==> src/design/smtg_pkg.sv <==
// Package: shared types, codes and helpers of the stencil matrix triplet generator.
package smtg_pkg;

    // Request codes carried in req_type
    localparam logic REQ_LOAD  = 1'b0;
    localparam logic REQ_POINT = 1'b1;

    // Configuration register indexes
    localparam logic [2:0] CFG_MODE_TWO_DIM    = 3'd0;
    localparam logic [2:0] CFG_GRID_ROWS       = 3'd1;
    localparam logic [2:0] CFG_GRID_COLS       = 3'd2;
    localparam logic [2:0] CFG_STENCIL_WIDTH   = 3'd3;
    localparam logic [2:0] CFG_EKIN_SCALE      = 3'd4;
    localparam logic [2:0] CFG_COEFF_THRESHOLD = 3'd5;

    // Command field widths, sized for the largest supported stencil (7 x 7)
    localparam int OFF_W      = 4;
    localparam int SLOT_CMD_W = 6;

    localparam logic signed [31:0] SAT_MAX = 32'sh7fff_ffff;
    localparam logic signed [31:0] SAT_MIN = 32'sh8000_0000;

    typedef enum logic [1:0] {
        ST_IDLE,
        ST_RUN,
        ST_FLUSH,
        ST_DRAIN
    } ctl_state_t;

    typedef struct packed {
        logic               mode_two_dim;
        logic [10:0]        grid_rows;
        logic [10:0]        grid_cols;
        logic [2:0]         stencil_width;
        logic signed [31:0] ekin_scale;
        logic [30:0]        coeff_threshold;
    } cfg_t;

    // Controller to datapath
    typedef struct packed {
        logic                    load_coeff;
        logic                    load_point;
        logic                    issue;
        logic                    flush;
        logic [SLOT_CMD_W-1:0]   slot;
        logic signed [OFF_W-1:0] dx;
        logic signed [OFF_W-1:0] dy;
        logic                    diag;
    } ctl_cmd_t;

    // Datapath to controller
    typedef struct packed {
        logic adv;
        logic point_ok;
        logic flush_done;
    } dp_status_t;

    // Zero counts as one, anything above the limit saturates to it
    function automatic logic [10:0] clamp_grid(input logic [10:0] g, input int max_grid);
        logic [10:0] r;
        if (g == 11'd0)
            r = 11'd1;
        else if (int'(g) > max_grid)
            r = 11'(max_grid);
        else
            r = g;
        return r;
    endfunction

endpackage

==> src/design/smtg_if.sv <==
// Interfaces: request and triplet channels with valid/ready handshake.
interface smtg_req_if;
    logic               valid;
    logic               ready;
    logic               req_type;
    logic [4:0]         coeff_slot;
    logic signed [31:0] coeff_value;
    logic [9:0]         point_row;
    logic [9:0]         point_col;
    logic signed [31:0] potential;

    modport source (
        output valid, req_type, coeff_slot, coeff_value, point_row, point_col, potential,
        input  ready
    );
    modport sink (
        input  valid, req_type, coeff_slot, coeff_value, point_row, point_col, potential,
        output ready
    );
endinterface

interface smtg_trip_if;
    logic               valid;
    logic               ready;
    logic [19:0]        matrix_row;
    logic [19:0]        matrix_col;
    logic signed [31:0] entry_value;
    logic               last_of_point;

    modport source (
        output valid, matrix_row, matrix_col, entry_value, last_of_point,
        input  ready
    );
    modport sink (
        input  valid, matrix_row, matrix_col, entry_value, last_of_point,
        output ready
    );
endinterface

==> src/design/smtg_ctrl.sv <==
// Controller: request sequencing and stencil offset walk.
module smtg_ctrl
    import smtg_pkg::*;
#(
    parameter int MAX_STENCIL = 5
) (
    input  logic       clk,
    input  logic       rst_n,
    input  cfg_t       cfg,
    input  logic       in_valid,
    input  logic       in_req_type,
    output logic       in_ready,
    input  dp_status_t status,
    output ctl_cmd_t   cmd
);

    localparam int DEPTH  = MAX_STENCIL * MAX_STENCIL;
    localparam int SLOT_W = (DEPTH > 1) ? $clog2(DEPTH) : 1;
    localparam int XW     = $clog2(MAX_STENCIL + 1);

    ctl_state_t        state_reg, state_next;
    logic [XW-1:0]     x_reg, x_next;
    logic [XW-1:0]     y_reg, y_next;
    logic [SLOT_W-1:0] slot_reg, slot_next;

    logic [XW-1:0] w_clamp;
    logic [XW-1:0] w_eff;
    logic [XW-1:0] half;
    logic [XW-1:0] y_lim;
    logic [XW-1:0] y_half;
    logic          last_step;

    // Clamp to [1, MAX_STENCIL], then drop an even width by one
    always_comb
    begin
        if (cfg.stencil_width == 3'd0)
            w_clamp = XW'(1);
        else if (int'(cfg.stencil_width) > MAX_STENCIL)
            w_clamp = XW'(MAX_STENCIL);
        else
            w_clamp = XW'(cfg.stencil_width);
        w_eff = w_clamp[0] ? w_clamp : (w_clamp - XW'(1));
    end

    assign half      = w_eff >> 1;
    assign y_lim     = cfg.mode_two_dim ? w_eff : XW'(1);
    assign y_half    = cfg.mode_two_dim ? half : '0;
    assign last_step = (x_reg == w_eff - XW'(1)) && (y_reg == y_lim - XW'(1));

    always_ff @(posedge clk or negedge rst_n)
    begin
        if (!rst_n)
        begin
            state_reg <= ST_IDLE;
            x_reg     <= '0;
            y_reg     <= '0;
            slot_reg  <= '0;
        end
        else
        begin
            state_reg <= state_next;
            x_reg     <= x_next;
            y_reg     <= y_next;
            slot_reg  <= slot_next;
        end
    end

    always_comb
    begin
        state_next     = state_reg;
        x_next         = x_reg;
        y_next         = y_reg;
        slot_next      = slot_reg;
        in_ready       = 1'b0;
        cmd            = '0;
        cmd.slot       = SLOT_CMD_W'(slot_reg);
        cmd.dx         = OFF_W'(x_reg) - OFF_W'(half);
        cmd.dy         = OFF_W'(y_reg) - OFF_W'(y_half);
        cmd.diag       = (cmd.dx == '0) && (cmd.dy == '0);

        case (state_reg)
            ST_IDLE:
            begin
                in_ready = 1'b1;
                if (in_valid)
                begin
                    if (in_req_type == REQ_LOAD)
                        cmd.load_coeff = 1'b1;
                    else if (status.point_ok)
                    begin
                        cmd.load_point = 1'b1;
                        x_next         = '0;
                        y_next         = '0;
                        slot_next      = '0;
                        state_next     = ST_RUN;
                    end
                end
            end
            ST_RUN:
            begin
                if (status.adv)
                begin
                    cmd.issue = 1'b1;
                    slot_next = slot_reg + SLOT_W'(1);
                    if (last_step)
                        state_next = ST_FLUSH;
                    else if (y_reg == y_lim - XW'(1))
                    begin
                        y_next = '0;
                        x_next = x_reg + XW'(1);
                    end
                    else
                        y_next = y_reg + XW'(1);
                end
            end
            ST_FLUSH:
            begin
                if (status.adv)
                begin
                    cmd.flush  = 1'b1;
                    state_next = ST_DRAIN;
                end
            end
            ST_DRAIN:
            begin
                if (status.flush_done)
                    state_next = ST_IDLE;
            end
            default:
            begin
                state_next = ST_IDLE;
            end
        endcase
    end

endmodule

==> src/design/smtg_dp.sv <==
// Datapath: coefficient store, offset pipeline, scaling, saturation and output stage.
module smtg_dp
    import smtg_pkg::*;
#(
    parameter int MAX_STENCIL = 5,
    parameter int MAX_GRID    = 1024
) (
    input  logic               clk,
    input  logic               rst_n,
    input  cfg_t               cfg,
    input  ctl_cmd_t           cmd,
    output dp_status_t         status,
    input  logic [4:0]         coeff_slot,
    input  logic signed [31:0] coeff_value,
    input  logic [9:0]         point_row,
    input  logic [9:0]         point_col,
    input  logic signed [31:0] potential,
    output logic               out_valid,
    input  logic               out_ready,
    output logic [19:0]        matrix_row,
    output logic [19:0]        matrix_col,
    output logic signed [31:0] entry_value,
    output logic               last_of_point
);

    localparam int DEPTH  = MAX_STENCIL * MAX_STENCIL;
    localparam int SLOT_W = (DEPTH > 1) ? $clog2(DEPTH) : 1;

    logic [31:0] store_mem [DEPTH];
    logic [31:0] rd_reg;

    logic [10:0] rows_eff;
    logic [10:0] cols_eff;
    logic [9:0]  col_in;
    logic [20:0] row_prod;
    logic [21:0] row_flat_n;
    logic        adv;

    // Point held for the walk
    logic [9:0]         row_reg;
    logic [9:0]         col_reg;
    logic signed [31:0] pot_reg;
    logic [19:0]        row_flat_reg;

    // Issue stage
    logic signed [11:0] ri_n, ci_n;
    logic               inb_n;
    logic        a_valid_reg, a_flush_reg;
    logic        a_inb_reg, a_diag_reg;
    logic [10:0] a_ri_reg, a_ci_reg;

    // Product stage
    logic signed [31:0] coeff_b;
    logic [31:0]        mag_b;
    logic               big_b;
    logic signed [63:0] prod_b;
    logic [22:0]        col_flat_b;
    logic               b_valid_reg, b_flush_reg, b_keep_reg, b_use_reg, b_diag_reg;
    logic signed [63:0] b_prod_reg;
    logic [19:0]        b_cf_reg;

    // Rounding stage
    logic signed [63:0] rnd_c;
    logic signed [63:0] sh_full_c;
    logic               c_valid_reg, c_flush_reg, c_keep_reg, c_diag_reg;
    logic signed [47:0] c_sh_reg;
    logic [19:0]        c_cf_reg;

    // Potential add and saturation
    logic signed [48:0] sum_d;
    logic signed [31:0] cand_d;

    // One-deep hold so the last triplet of a point can be marked
    logic               pend_valid_reg;
    logic [19:0]        pend_cf_reg;
    logic signed [31:0] pend_val_reg;
    logic [19:0]        pend_row_reg;

    logic               out_valid_reg;
    logic [19:0]        out_row_reg, out_col_reg;
    logic signed [31:0] out_val_reg;
    logic               out_last_reg;

    assign rows_eff = clamp_grid(cfg.grid_rows, MAX_GRID);
    assign cols_eff = cfg.mode_two_dim ? clamp_grid(cfg.grid_cols, MAX_GRID) : 11'd1;
    assign col_in   = cfg.mode_two_dim ? point_col : 10'd0;

    assign row_prod   = 21'(point_row) * 21'(cols_eff);
    assign row_flat_n = 22'(row_prod) + 22'(col_in);

    assign adv = !out_valid_reg || out_ready;

    assign status.adv        = adv;
    assign status.point_ok   = ({1'b0, point_row} < rows_eff) && ({1'b0, col_in} < cols_eff);
    assign status.flush_done = adv && c_valid_reg && c_flush_reg;

    // Coefficient store: one write port, one registered read port
    always_ff @(posedge clk)
    begin
        if (cmd.load_coeff && (int'(coeff_slot) < DEPTH))
            store_mem[SLOT_W'(coeff_slot)] <= coeff_value;
        if (cmd.issue)
            rd_reg <= store_mem[SLOT_W'(cmd.slot)];
    end

    always_ff @(posedge clk)
    begin
        if (cmd.load_point)
        begin
            row_reg      <= point_row;
            col_reg      <= col_in;
            pot_reg      <= potential;
            row_flat_reg <= row_flat_n[19:0];
        end
    end

    // Neighbour coordinates and grid bounds
    assign ri_n  = 12'(row_reg) + 12'(cmd.dx);
    assign ci_n  = 12'(col_reg) + 12'(cmd.dy);
    assign inb_n = !ri_n[11] && (ri_n[10:0] < rows_eff) &&
                   !ci_n[11] && (ci_n[10:0] < cols_eff);

    assign coeff_b    = signed'(rd_reg);
    assign mag_b      = rd_reg[31] ? (32'd0 - rd_reg) : rd_reg;
    assign big_b      = mag_b > {1'b0, cfg.coeff_threshold};
    assign prod_b     = coeff_b * cfg.ekin_scale;
    assign col_flat_b = 23'(a_ri_reg) * 23'(cols_eff) + 23'(a_ci_reg);

    // Round to nearest, ties up, then scale down by 2^16 or 2^17
    assign rnd_c     = b_prod_reg + (cfg.mode_two_dim ? 64'sd65536 : 64'sd32768);
    assign sh_full_c = cfg.mode_two_dim ? (rnd_c >>> 17) : (rnd_c >>> 16);

    assign sum_d = 49'(c_sh_reg) + (c_diag_reg ? 49'(pot_reg) : 49'sd0);

    always_comb
    begin
        if (sum_d > 49'(SAT_MAX))
            cand_d = SAT_MAX;
        else if (sum_d < 49'(SAT_MIN))
            cand_d = SAT_MIN;
        else
            cand_d = sum_d[31:0];
    end

    // Control state of the pipeline and output
    always_ff @(posedge clk or negedge rst_n)
    begin
        if (!rst_n)
        begin
            a_valid_reg    <= 1'b0;
            b_valid_reg    <= 1'b0;
            c_valid_reg    <= 1'b0;
            pend_valid_reg <= 1'b0;
            out_valid_reg  <= 1'b0;
        end
        else
        begin
            if (adv)
            begin
                a_valid_reg <= cmd.issue || cmd.flush;
                b_valid_reg <= a_valid_reg;
                c_valid_reg <= b_valid_reg;
                if (c_valid_reg && c_flush_reg)
                begin
                    out_valid_reg  <= pend_valid_reg;
                    pend_valid_reg <= 1'b0;
                end
                else if (c_valid_reg && c_keep_reg)
                begin
                    out_valid_reg  <= pend_valid_reg;
                    pend_valid_reg <= 1'b1;
                end
                else if (out_ready)
                    out_valid_reg <= 1'b0;
            end
        end
    end

    // Payload of the pipeline and output
    always_ff @(posedge clk)
    begin
        if (adv)
        begin
            a_flush_reg <= cmd.flush;
            a_inb_reg   <= inb_n;
            a_diag_reg  <= cmd.diag;
            a_ri_reg    <= ri_n[10:0];
            a_ci_reg    <= ci_n[10:0];

            b_flush_reg <= a_flush_reg;
            b_keep_reg  <= a_inb_reg && (big_b || a_diag_reg);
            b_use_reg   <= big_b;
            b_diag_reg  <= a_diag_reg;
            b_prod_reg  <= prod_b;
            b_cf_reg    <= col_flat_b[19:0];

            c_flush_reg <= b_flush_reg;
            c_keep_reg  <= b_keep_reg;
            c_diag_reg  <= b_diag_reg;
            c_sh_reg    <= b_use_reg ? sh_full_c[47:0] : 48'sd0;
            c_cf_reg    <= b_cf_reg;

            if (c_valid_reg && (c_flush_reg || c_keep_reg))
            begin
                out_row_reg  <= pend_row_reg;
                out_col_reg  <= pend_cf_reg;
                out_val_reg  <= pend_val_reg;
                out_last_reg <= c_flush_reg;
            end
            if (c_valid_reg && !c_flush_reg && c_keep_reg)
            begin
                pend_row_reg <= row_flat_reg;
                pend_cf_reg  <= c_cf_reg;
                pend_val_reg <= cand_d;
            end
        end
    end

    assign out_valid     = out_valid_reg;
    assign matrix_row    = out_row_reg;
    assign matrix_col    = out_col_reg;
    assign entry_value   = out_val_reg;
    assign last_of_point = out_last_reg;

endmodule

==> src/design/stencil_matrix_triplet_generator_unit.sv <==
// Top level: stencil matrix triplet generator with configuration registers.
//
// Turns finite-difference stencil coefficients into sparse-matrix triplets, one
// grid point at a time. A load transaction (req_type 0) writes one coefficient into
// the stencil store and leaves the block idle; a slot beyond the store is dropped.
// A point transaction (req_type 1) walks the stencil offsets, first axis outer and
// second axis inner, and emits one triplet (flat row, flat column, Q16.16 value)
// per kept offset; the diagonal always appears, carries the potential, and the
// final triplet of a point has last_of_point set. A point outside the grid gives
// no triplet and finishes at once. The offset sequencer issues one offset per
// cycle while the triplet channel does not stall, into a four-stage pipeline
// (store read, 32x32 multiply, rounding, potential add with saturation), and the
// next request is taken once the end-of-point marker leaves that pipeline. The
// triplet output register lets the next request in while the last triplet still
// waits. Entries of the stencil store hold nothing until written; write every
// slot the stencil uses before the first point. Configuration registers must be
// written only while the block is idle; the block itself does not enforce this.
module stencil_matrix_triplet_generator_unit
    import smtg_pkg::*;
#(
    parameter int MAX_STENCIL = 5,
    parameter int MAX_GRID    = 1024
) (
    input  logic        clk,
    input  logic        rst_n,
    input  logic        cfg_we,
    input  logic [2:0]  cfg_index,
    input  logic [31:0] cfg_wdata,
    smtg_req_if.sink    req,
    smtg_trip_if.source trip
);

    cfg_t       cfg_reg;
    ctl_cmd_t   cmd;
    dp_status_t status;
    logic       req_ready;

    // Configuration register bank; writes to unknown indexes are dropped
    always_ff @(posedge clk or negedge rst_n)
    begin
        if (!rst_n)
        begin
            cfg_reg.mode_two_dim    <= 1'b1;
            cfg_reg.grid_rows       <= 11'd64;
            cfg_reg.grid_cols       <= 11'd64;
            cfg_reg.stencil_width   <= 3'd5;
            cfg_reg.ekin_scale      <= 32'sd65536;
            cfg_reg.coeff_threshold <= 31'd0;
        end
        else if (cfg_we)
        begin
            case (cfg_index)
                CFG_MODE_TWO_DIM:    cfg_reg.mode_two_dim    <= cfg_wdata[0];
                CFG_GRID_ROWS:       cfg_reg.grid_rows       <= cfg_wdata[10:0];
                CFG_GRID_COLS:       cfg_reg.grid_cols       <= cfg_wdata[10:0];
                CFG_STENCIL_WIDTH:   cfg_reg.stencil_width   <= cfg_wdata[2:0];
                CFG_EKIN_SCALE:      cfg_reg.ekin_scale      <= cfg_wdata;
                CFG_COEFF_THRESHOLD: cfg_reg.coeff_threshold <= cfg_wdata[30:0];
                default:             ;
            endcase
        end
    end

    // Sequence requests and step through the offsets
    smtg_ctrl #(
        .MAX_STENCIL(MAX_STENCIL)
    ) u_ctrl (
        .clk         (clk),
        .rst_n       (rst_n),
        .cfg         (cfg_reg),
        .in_valid    (req.valid),
        .in_req_type (req.req_type),
        .in_ready    (req_ready),
        .status      (status),
        .cmd         (cmd)
    );

    // Store, arithmetic pipeline and triplet output register
    smtg_dp #(
        .MAX_STENCIL(MAX_STENCIL),
        .MAX_GRID   (MAX_GRID)
    ) u_dp (
        .clk           (clk),
        .rst_n         (rst_n),
        .cfg           (cfg_reg),
        .cmd           (cmd),
        .status        (status),
        .coeff_slot    (req.coeff_slot),
        .coeff_value   (req.coeff_value),
        .point_row     (req.point_row),
        .point_col     (req.point_col),
        .potential     (req.potential),
        .out_valid     (trip.valid),
        .out_ready     (trip.ready),
        .matrix_row    (trip.matrix_row),
        .matrix_col    (trip.matrix_col),
        .entry_value   (trip.entry_value),
        .last_of_point (trip.last_of_point)
    );

    assign req.ready = req_ready;

    // A point inside the grid holds off further requests once it is taken
    a_point_busy: assert property (@(posedge clk) disable iff (!rst_n)
        req.valid && req.ready && (req.req_type == REQ_POINT) && status.point_ok
        |=> !req.ready)
        else $error("request taken while a point walk is under way");

    // A coefficient load stays idle and produces nothing
    a_load_idle: assert property (@(posedge clk) disable iff (!rst_n)
        req.valid && req.ready && (req.req_type == REQ_LOAD) |=> req.ready)
        else $error("coefficient load left the block busy");

    // Offsets enter the pipeline only when it can advance
    a_issue_adv: assert property (@(posedge clk) disable iff (!rst_n)
        (cmd.issue || cmd.flush) |-> status.adv)
        else $error("offset issued into a stalled pipeline");

    // The end-of-point marker only completes while a point is in flight
    a_flush_busy: assert property (@(posedge clk) disable iff (!rst_n)
        status.flush_done |-> !req.ready)
        else $error("end-of-point marker seen while idle");

endmodule

==> src/flat_wrapper.sv <==
// flat-port wrapper written by rule: the top's interface ports become plain ports
module stencil_matrix_triplet_generator_unit_flat import smtg_pkg::*;
#(
    parameter int MAX_STENCIL = 5,
    parameter int MAX_GRID    = 1024
)
  (clk, rst_n, cfg_we, cfg_index, cfg_wdata, req_valid, req_req_type, req_coeff_slot, req_coeff_value, req_point_row, req_point_col, req_potential, req_ready, trip_valid, trip_matrix_row, trip_matrix_col, trip_entry_value, trip_last_of_point, trip_ready);
  smtg_req_if req_i ();
  smtg_trip_if trip_i ();
  input  logic clk;
  input  logic rst_n;
  input  logic cfg_we;
  input  logic [2:0] cfg_index;
  input  logic [31:0] cfg_wdata;
  input wire logic [$bits(req_i.valid)-1:0] req_valid;
  input wire logic [$bits(req_i.req_type)-1:0] req_req_type;
  input wire logic [$bits(req_i.coeff_slot)-1:0] req_coeff_slot;
  input wire logic [$bits(req_i.coeff_value)-1:0] req_coeff_value;
  input wire logic [$bits(req_i.point_row)-1:0] req_point_row;
  input wire logic [$bits(req_i.point_col)-1:0] req_point_col;
  input wire logic [$bits(req_i.potential)-1:0] req_potential;
  output wire logic [$bits(req_i.ready)-1:0] req_ready;
  output wire logic [$bits(trip_i.valid)-1:0] trip_valid;
  output wire logic [$bits(trip_i.matrix_row)-1:0] trip_matrix_row;
  output wire logic [$bits(trip_i.matrix_col)-1:0] trip_matrix_col;
  output wire logic [$bits(trip_i.entry_value)-1:0] trip_entry_value;
  output wire logic [$bits(trip_i.last_of_point)-1:0] trip_last_of_point;
  input wire logic [$bits(trip_i.ready)-1:0] trip_ready;
  assign req_i.valid = req_valid;
  assign req_i.req_type = req_req_type;
  assign req_i.coeff_slot = req_coeff_slot;
  assign req_i.coeff_value = req_coeff_value;
  assign req_i.point_row = req_point_row;
  assign req_i.point_col = req_point_col;
  assign req_i.potential = req_potential;
  assign req_ready = req_i.ready;
  assign trip_valid = trip_i.valid;
  assign trip_matrix_row = trip_i.matrix_row;
  assign trip_matrix_col = trip_i.matrix_col;
  assign trip_entry_value = trip_i.entry_value;
  assign trip_last_of_point = trip_i.last_of_point;
  assign trip_i.ready = trip_ready;
  stencil_matrix_triplet_generator_unit #(.MAX_STENCIL(MAX_STENCIL), .MAX_GRID(MAX_GRID)) u_core (.clk(clk), .rst_n(rst_n), .cfg_we(cfg_we), .cfg_index(cfg_index), .cfg_wdata(cfg_wdata), .req(req_i), .trip(trip_i));
endmodule
==> config.mk <==
export PLATFORM = sky130hd
export DESIGN_NAME = stencil_matrix_triplet_generator_unit_flat
export DESIGN_NICKNAME = d
export VERILOG_FILES = /design/src/design/smtg_pkg.sv /design/src/design/smtg_if.sv /design/src/design/smtg_ctrl.sv /design/src/design/smtg_dp.sv /design/src/design/stencil_matrix_triplet_generator_unit.sv /design/src/flat_wrapper.sv
export SDC_FILE = /design/constraint.sdc
export NUM_CORES = 2
export LEC_CHECK = 0
export ABC_CLOCK_PERIOD_IN_PS = 17700
export BUFFER_PORTS_ARGS = -buffer_cell sky130_fd_sc_hd__buf_2
export CAP_MARGIN = 0
export CORE_MARGIN = 2
export CORE_UTILIZATION = 35
export DETAILED_ROUTE_END_ITERATION = 7
export MAX_ROUTING_LAYER = met4
export PLACE_DENSITY = 0.46
export SYNTH_ARGS = -nofsm -noshare
export SYNTH_HDL_FRONTEND = slang
export SYNTH_SLANG_ARGS = --single-unit
export TNS_END_PERCENT = 100
==> constraint.sdc <==
create_clock -name clk -period 17.7 [get_ports clk]
set_clock_uncertainty 0.1 [all_clocks]
set_input_delay 3.54 -clock clk [delete_from_list [all_inputs] [get_ports clk]]
set_output_delay 3.54 -clock clk [all_outputs]
set_load 0.1 [all_outputs]
# Word-level counts from Yosys, hierarchy flattened
# Memories as Yosys holds them, arrays and structs flattened. A register that Yosys moved wholly into a read port is not among the register bits.
# Cells that the tools add are included.
# totals
ff_bits	508
latchBits	0
ramBits	800
romBits	0
inputBits	130
out_inout_bits	75
elab_cells	194
n_memories	1
# mem_list
memory	words	width	read_ports	rd_clocked_by_memory_dff	wr	line	text
u_core.u_dp.store_mem	25	32	1	1	1	smtg_dp.sv:29	logic [31:0] store_mem [DEPTH];
# classes
addsub	15
n_mul	3
div_mod_pow	0
n_lt_le_gt_ge	11
n_eq_ne	19
n_shift	0
n_mux	56
bitwise_logic	0
n_reduce_logical	47
# ops
op	n
adder 64 x 18 -> 64 bit	1
multiplier 32 x 32 -> 64 bit	1
2-to-1 mux 32 bit	2
2-to-1 mux 11 bit	5
adder 48 x 49 -> 49 bit	1
greater-than comparator 49 x 32 -> 1 bit, second input constant	1
< comparator 49 x 32 -> 1 bit, second input constant	1
2-to-1 mux 49 bit	1
2-to-1 mux 47 bit	1
2-to-1 mux 3 bit	13
greater-than comparator 32 x 31 -> 1 bit	1
subtractor 1 x 32 -> 32 bit, first input constant	1
adder 11 x 4 -> 12 bit	2
greater-than comparator 11 bit, second input constant	2
logical NOT 11 bit	2
< comparator 10 x 11 -> 1 bit	2
< comparator 11 bit	2
adder 20 x 10 -> 20 bit	1
adder 20 x 11 -> 20 bit	1
multiplier 10 x 11 -> 20 bit	1
multiplier 11 x 11 -> 20 bit	1
2-to-1 mux 2 bit	10
2-to-1 mux 5 bit	4
AND reduction 2 bit	10
other kinds (31)	84

# Logic depth before layout (Yosys ltp)
# depth
ltp_word	13
ltp_mapped	29
ltp_nobuf	28

# Hierarchy
# A second synthesis with hierarchy kept.
# hier_totals
cells_unflattened	7920
hier_area_um2	99464.1
# modules_own_cells
mod	instances	cells_per_inst	area_per_inst_um2	seq_area_each_um2
smtg_dp	1	7584	94738.4	36700.2
stencil_matrix_triplet_generator_unit	1	193	3503.4	2234.6
smtg_ctrl	1	143	1222.4	325.3

# Worst setup path before layout
# Ideal clock, no wire load.
# synth_timing
path_type	input to register
from	in trip_ready
to	reg u_core.u_dp.pend_cf_reg[0], enable pin
setup_time_ns	0.607
arrival_time_ns	11.599
required_time_ns	16.993
path_slack_ns	5.394
path_stages	4
path_buffers	0
cell_sequence	nor2b_1 clkinv_1 nand2_1 nor3b_1
# synth_via
elab_chain_cells	2
# synth_rtl
item	line	text
from (decl)	flat_wrapper.sv:28	input wire logic [$bits(trip_i.ready)-1:0] trip_ready;
logical OR 1 bit	smtg_dp.sv:91	assign adv = !out_valid_reg || out_ready;
via u_core.u_dp.adv	smtg_dp.sv:37	logic adv;
AND reduction 2 bit (no source line)	-	
to (signal assigned)	smtg_dp.sv:213	pend_cf_reg <= c_cf_reg;
to (decl)	smtg_dp.sv:75	logic [19:0] pend_cf_reg;
# The timed path passes the listed nets, and every way through them passes these cells.
# A chain may end at the register's enable or synchronous reset.

# Final worst setup path
# layout_timing
from	reg u_core.u_dp.rd_reg[12] (netlist: u_core.u_dp.coeff_b[12]), read port of u_core.u_dp.store_mem
to	reg u_core.u_dp.b_prod_reg[62] (data pin)
# layout_via
elab_chain_cells	1
# layout_rtl
item	line	text
from (decl)	smtg_dp.sv:30	logic [31:0] rd_reg;
multiplier 32 x 32 -> 64 bit	smtg_dp.sv:126	assign prod_b = coeff_b * cfg.ekin_scale;
via u_core.u_dp.prod_b[62]	smtg_dp.sv:56	logic signed [63:0] prod_b;
to (signal assigned)	smtg_dp.sv:194	b_prod_reg <= prod_b;
to (decl)	smtg_dp.sv:59	logic signed [63:0] b_prod_reg;
# The timed path passes the listed nets, and every way through them passes these cells.

==> qor.tcl <==
set qor(number_of_enable_flip_flop_cells_after_synthesis) 1218
set qor(setup-tns-final_ns) 0
set qor(share_of_post_route_cells_with_drive_strength_above_1) 0.1280
set qor(path_common_cell) {sky130_fd_sc_hd__fa_1}
set qor(syn_nets) 9877
set qor(syn2layout_area_growth_pct) 10.27
set qor(floorplan.io_pins) 205
set qor(clock_tree.buffer_depth) 4
set qor(path_max_fanout) 28
set qor(clkTransAtPathRegs_ns) 0.08
set qor(nFillCells) 27310
set qor(multiInputGateArea_um2) 54720
set qor(arrival_ns) 9.82
set qor(initial_utilization) 0.3518
set qor(pre_cts_ws_ns) 8.366
set qor(port-buffer-count) 204
set qor(die_area_um2) 291000
set qor(ctsHoldBuffers) 0
set qor(synth_sequential_area_ratio) 0.3912
set qor(hold_viol) 0
set qor(detail-route-antenna-nets) 0
set qor(via_per_inst) 5.052
set qor(netlist.top_cell.by_area) {sky130_fd_sc_hd__edfxtp_1}
set qor(post-route-min-period_ns) 9.337
set qor(synth.ff_latch_count) 1325
set qor(worst-path-buf-inv) 5
set qor(critical-path-slowest-cell) {sky130_fd_sc_hd__a221oi_1}
set qor(cp_slowest_stage_delay_ns) 0.93
set qor(critical_path.top_delay_family) {adder cells}
set qor(cp.required_ns) 18.18
set qor(detailedRoute.firstPassIterationCount) 5
set qor(wirelength_mm) 285.5
set qor(ys_top_cells_by_area) {sky130_fd_sc_hd__edfxtp_1 36%, sky130_fd_sc_hd__fa_1 25%, sky130_fd_sc_hd__ha_1 5.5%, sky130_fd_sc_hd__mux4_2 5.0%, sky130_fd_sc_hd__inv_1 4.8%}
set qor(cts.repair.resized) 0
set qor(clock-root-buffer) {sky130_fd_sc_hd__clkbuf_16}
set qor(dieWidth_um) 539.5
set qor(max_slew.worst_pin.slew_ns) 1.215
set qor(detailroute.via_count) 60880
set qor(placementRows) 196
set qor(yosysUniqueCellTypes) 110
set qor(total_number_of_yosys_warnings) 0
set qor(grt_use_total) 0.2044
set qor(synth_top_area_frac) 0.3645
set qor(worst-setup-path-type) {reg2reg}
set qor(first_global_vias) 65910
set qor(post_cts_buffers) 0
set qor(nature_of_the_critical_path_startpoint) {flip-flop}
set qor(synth.cell_area_um2) 100300
set qor(ff_latch_area_um2) 39280
set qor(cts_buffers) 159
set qor(detailedRoute.firstIterationViolations) 4310
set qor(post_synth_inst_count) 8050
set qor(die_h_um) 539.5
set qor(grt_setup_unrepaired) {false}
set qor(finalWorstSetupSlack_ns) 8.364
set qor(hold_path.class) {reg2reg}
set qor(number_of_antenna_violations_at_the_first_check_in_global_routing) 57
set qor(coreArea_um2) 285200
set qor(status) {completed}
set qor(max_slew_violations) 0
set qor(drt_drc_violations_left) 0
set qor(sink_count_of_the_clock_tree) 1325
set qor(cts_tree) {built}
set qor(endpoint_kind) {flip-flop}
set qor(cts.htree.levels) 4
set qor(async_flop_share) 0.08075
set qor(synthFlopType) {sky130_fd_sc_hd__edfxtp_1}
set qor(grt.overflow.total) 0
set qor(post_synth.cell_area_avg_um2) 12.47
set qor(fmaxAchievable_mhz) 107.1
set qor(flip_flop_count_of_the_largest_register_all_copies_and_words_added) 800
set qor(dpl.hpwl_mm) 194.0
set qor(grt_start_max_net_pins) 80
set qor(clock_latency_ns) 0.86
set qor(wire_per_inst_um) 23.69
set qor(maxCapViolCount) 0
set qor(num-nets-final) 9968
set qor(grt_pass1_wl_mm) 433.3
set qor(setup_viol_count_final) 0
set qor(layout_worst_path_cycle_share) 0.5275
set qor(slew_headroom) 0.1847
set qor(gp_routability_congestion) 0.8707
==> final timing paths <==
kind / start / end / depth (start not counted) / slack [ns]
max in group asynchronous: rst_n / u_core.u_ctrl.slot_reg[0] / 2 / 13.60
max: u_core.u_dp.coeff_b[12] / u_core.u_dp.b_prod_reg[62] / 25 / 8.36
max reg2reg: u_core.u_dp.coeff_b[12] / u_core.u_dp.b_prod_reg[62] / 25 / 8.36
min: u_core.u_dp.pend_row_reg[4] / u_core.u_dp.matrix_row[4] / 0 / 0.30
min in group asynchronous: rst_n / u_core.cfg_reg[25] / 1 / 2.59
min reg2reg: u_core.u_dp.pend_row_reg[4] / u_core.u_dp.matrix_row[4] / 0 / 0.30
==> synth_stat cells, types with 7 or more instances <==
master / n
sky130_fd_sc_hd__inv_1: 1285
sky130_fd_sc_hd__fa_1: 1256
sky130_fd_sc_hd__edfxtp_1: 1218
sky130_fd_sc_hd__nand2_1: 839
sky130_fd_sc_hd__and2_1: 620
sky130_fd_sc_hd__ha_1: 441
sky130_fd_sc_hd__clkbuf_1: 335
sky130_fd_sc_hd__mux4_2: 224
sky130_fd_sc_hd__nor2_1: 220
sky130_fd_sc_hd__mux2_2: 163
sky130_fd_sc_hd__xnor2_1: 154
sky130_fd_sc_hd__a21oi_1: 135
sky130_fd_sc_hd__o21ai_0: 124
sky130_fd_sc_hd__nand3_1: 108
sky130_fd_sc_hd__dfrtp_1: 101
sky130_fd_sc_hd__a21o_1: 74
sky130_fd_sc_hd__and3_1: 74
sky130_fd_sc_hd__xor2_1: 45
sky130_fd_sc_hd__nor3_1: 43
sky130_fd_sc_hd__a211oi_1: 34
sky130_fd_sc_hd__buf_1: 33
sky130_fd_sc_hd__nand4_1: 33
sky130_fd_sc_hd__o21a_1: 33
sky130_fd_sc_hd__nand2b_1: 32
sky130_fd_sc_hd__nor2b_1: 31
sky130_fd_sc_hd__o221ai_2: 30
sky130_fd_sc_hd__a31oi_1: 24
sky130_fd_sc_hd__o211ai_1: 19
sky130_fd_sc_hd__o21bai_1: 19
sky130_fd_sc_hd__o31ai_1: 18
sky130_fd_sc_hd__mux2i_1: 16
sky130_fd_sc_hd__or3_1: 16
sky130_fd_sc_hd__a211o_1: 15
sky130_fd_sc_hd__a21boi_0: 15
sky130_fd_sc_hd__and4_1: 14
sky130_fd_sc_hd__clkbuf_8: 12
sky130_fd_sc_hd__nor4_1: 12
sky130_fd_sc_hd__a2111oi_0: 10
sky130_fd_sc_hd__a221oi_1: 9
sky130_fd_sc_hd__buf_6: 8
sky130_fd_sc_hd__o41ai_1: 8
sky130_fd_sc_hd__buf_2: 7
==> metal layers <==
layer | vias up | GRT usage | part of all wire
met5 | - | - | 0
met4 | 0 | 0.04147 | 0.021
met3 | 312 | 0.03065 | 0.057
met2 | 1536 | 0.3191 | 0.46
met1 | 32120 | 0.2833 | 0.46
li1 | 26920 | - | -
==> through the flow <==
step / cells / utilization / instance area [um^2] / hold WS, ns
6_report: 12050 / 0.3880 / 110700 / 0.3049
5_1_grt: 12050 / 0.3879 / 110600 / 0.3120
4_1_cts: 12030 / 0.3878 / 110600 / 0.3038
3_5_place_dp: 11740 / 0.3700 / 105500 / 0.3045
3_3_place_gp: 11740 / 0.3700 / 105500 / 0.3003
2_1_floorplan: 8050 / - / 100300 / 0.3003
==> layout make-up <==
cell class	instances	share of cell area
Antenna cell	26	0.0005880
Clock buffer	202	0.03921
Clock inverter	82	0.006445
Inverter	1290	0.04383
Multi-Input combinational cell	5034	0.4945
Sequential cell	1325	0.3550
Tap cell	3762	0.04254
Timing Repair Buffer	331	0.01790
==> cell usage in the layout (no fill, tap or decap), types with 24 or more instances in the layout <==
| cell | Yosys | layout |
|---|---|---|
| sky130_fd_sc_hd__nand4_1 | 33 | 33 |
| sky130_fd_sc_hd__clkbuf_1 | 335 | 31 |
| sky130_fd_sc_hd__edfxtp_1 | 1218 | 1218 |
| sky130_fd_sc_hd__nand3_1 | 108 | 108 |
| sky130_fd_sc_hd__nor2_1 | 220 | 193 |
| sky130_fd_sc_hd__nand2_1 | 839 | 839 |
| sky130_fd_sc_hd__inv_1 | 1285 | 1285 |
| sky130_fd_sc_hd__diode_2 | 0 | 26 |
| sky130_fd_sc_hd__xnor2_1 | 154 | 154 |
| sky130_fd_sc_hd__a21oi_1 | 135 | 135 |
| sky130_fd_sc_hd__clkbuf_16 | 0 | 166 |
| sky130_fd_sc_hd__a31oi_1 | 24 | 24 |
| sky130_fd_sc_hd__and3_1 | 74 | 74 |
| sky130_fd_sc_hd__nor2_4 | 0 | 27 |
| sky130_fd_sc_hd__and2_1 | 620 | 620 |
| sky130_fd_sc_hd__dfrtp_1 | 101 | 93 |
| sky130_fd_sc_hd__buf_2 | 7 | 203 |
| sky130_fd_sc_hd__nand2b_1 | 32 | 32 |
| sky130_fd_sc_hd__o21ai_0 | 124 | 124 |
| sky130_fd_sc_hd__clkinv_1 | 4 | 35 |
| sky130_fd_sc_hd__o221ai_2 | 30 | 30 |
| sky130_fd_sc_hd__o21a_1 | 33 | 33 |
| sky130_fd_sc_hd__mux4_2 | 224 | 224 |
| sky130_fd_sc_hd__a21o_1 | 74 | 74 |
| sky130_fd_sc_hd__fa_1 | 1256 | 1256 |
| sky130_fd_sc_hd__xor2_1 | 45 | 45 |
| sky130_fd_sc_hd__ha_1 | 441 | 441 |
| sky130_fd_sc_hd__a211oi_1 | 34 | 33 |
| sky130_fd_sc_hd__mux2_2 | 163 | 163 |
| sky130_fd_sc_hd__nor2b_1 | 31 | 31 |
| sky130_fd_sc_hd__nor3_1 | 43 | 42 |
| sky130_fd_sc_hd__buf_4 | 1 | 127 |
==> kinds of logic after synthesis <==
| kind of cell | after synthesis | synth area share |
|---|---|---|
| AO/OA/AOI/OAI | 646 | 0.04626 |
| XOR/XNOR | 199 | 0.01737 |
| adder cells (fa/ha/maj) | 1697 | 0.3056 |
| buffers and inverters | 1691 | 0.06587 |
| flip-flops | 1325 | 0.3912 |
| multiplexers | 403 | 0.07016 |
| AND/OR/NAND/NOR | 2089 | 0.1035 |
Power is not shown: default switching activity piles up to over one toggle a cycle in this logic, so the estimate is an artifact.
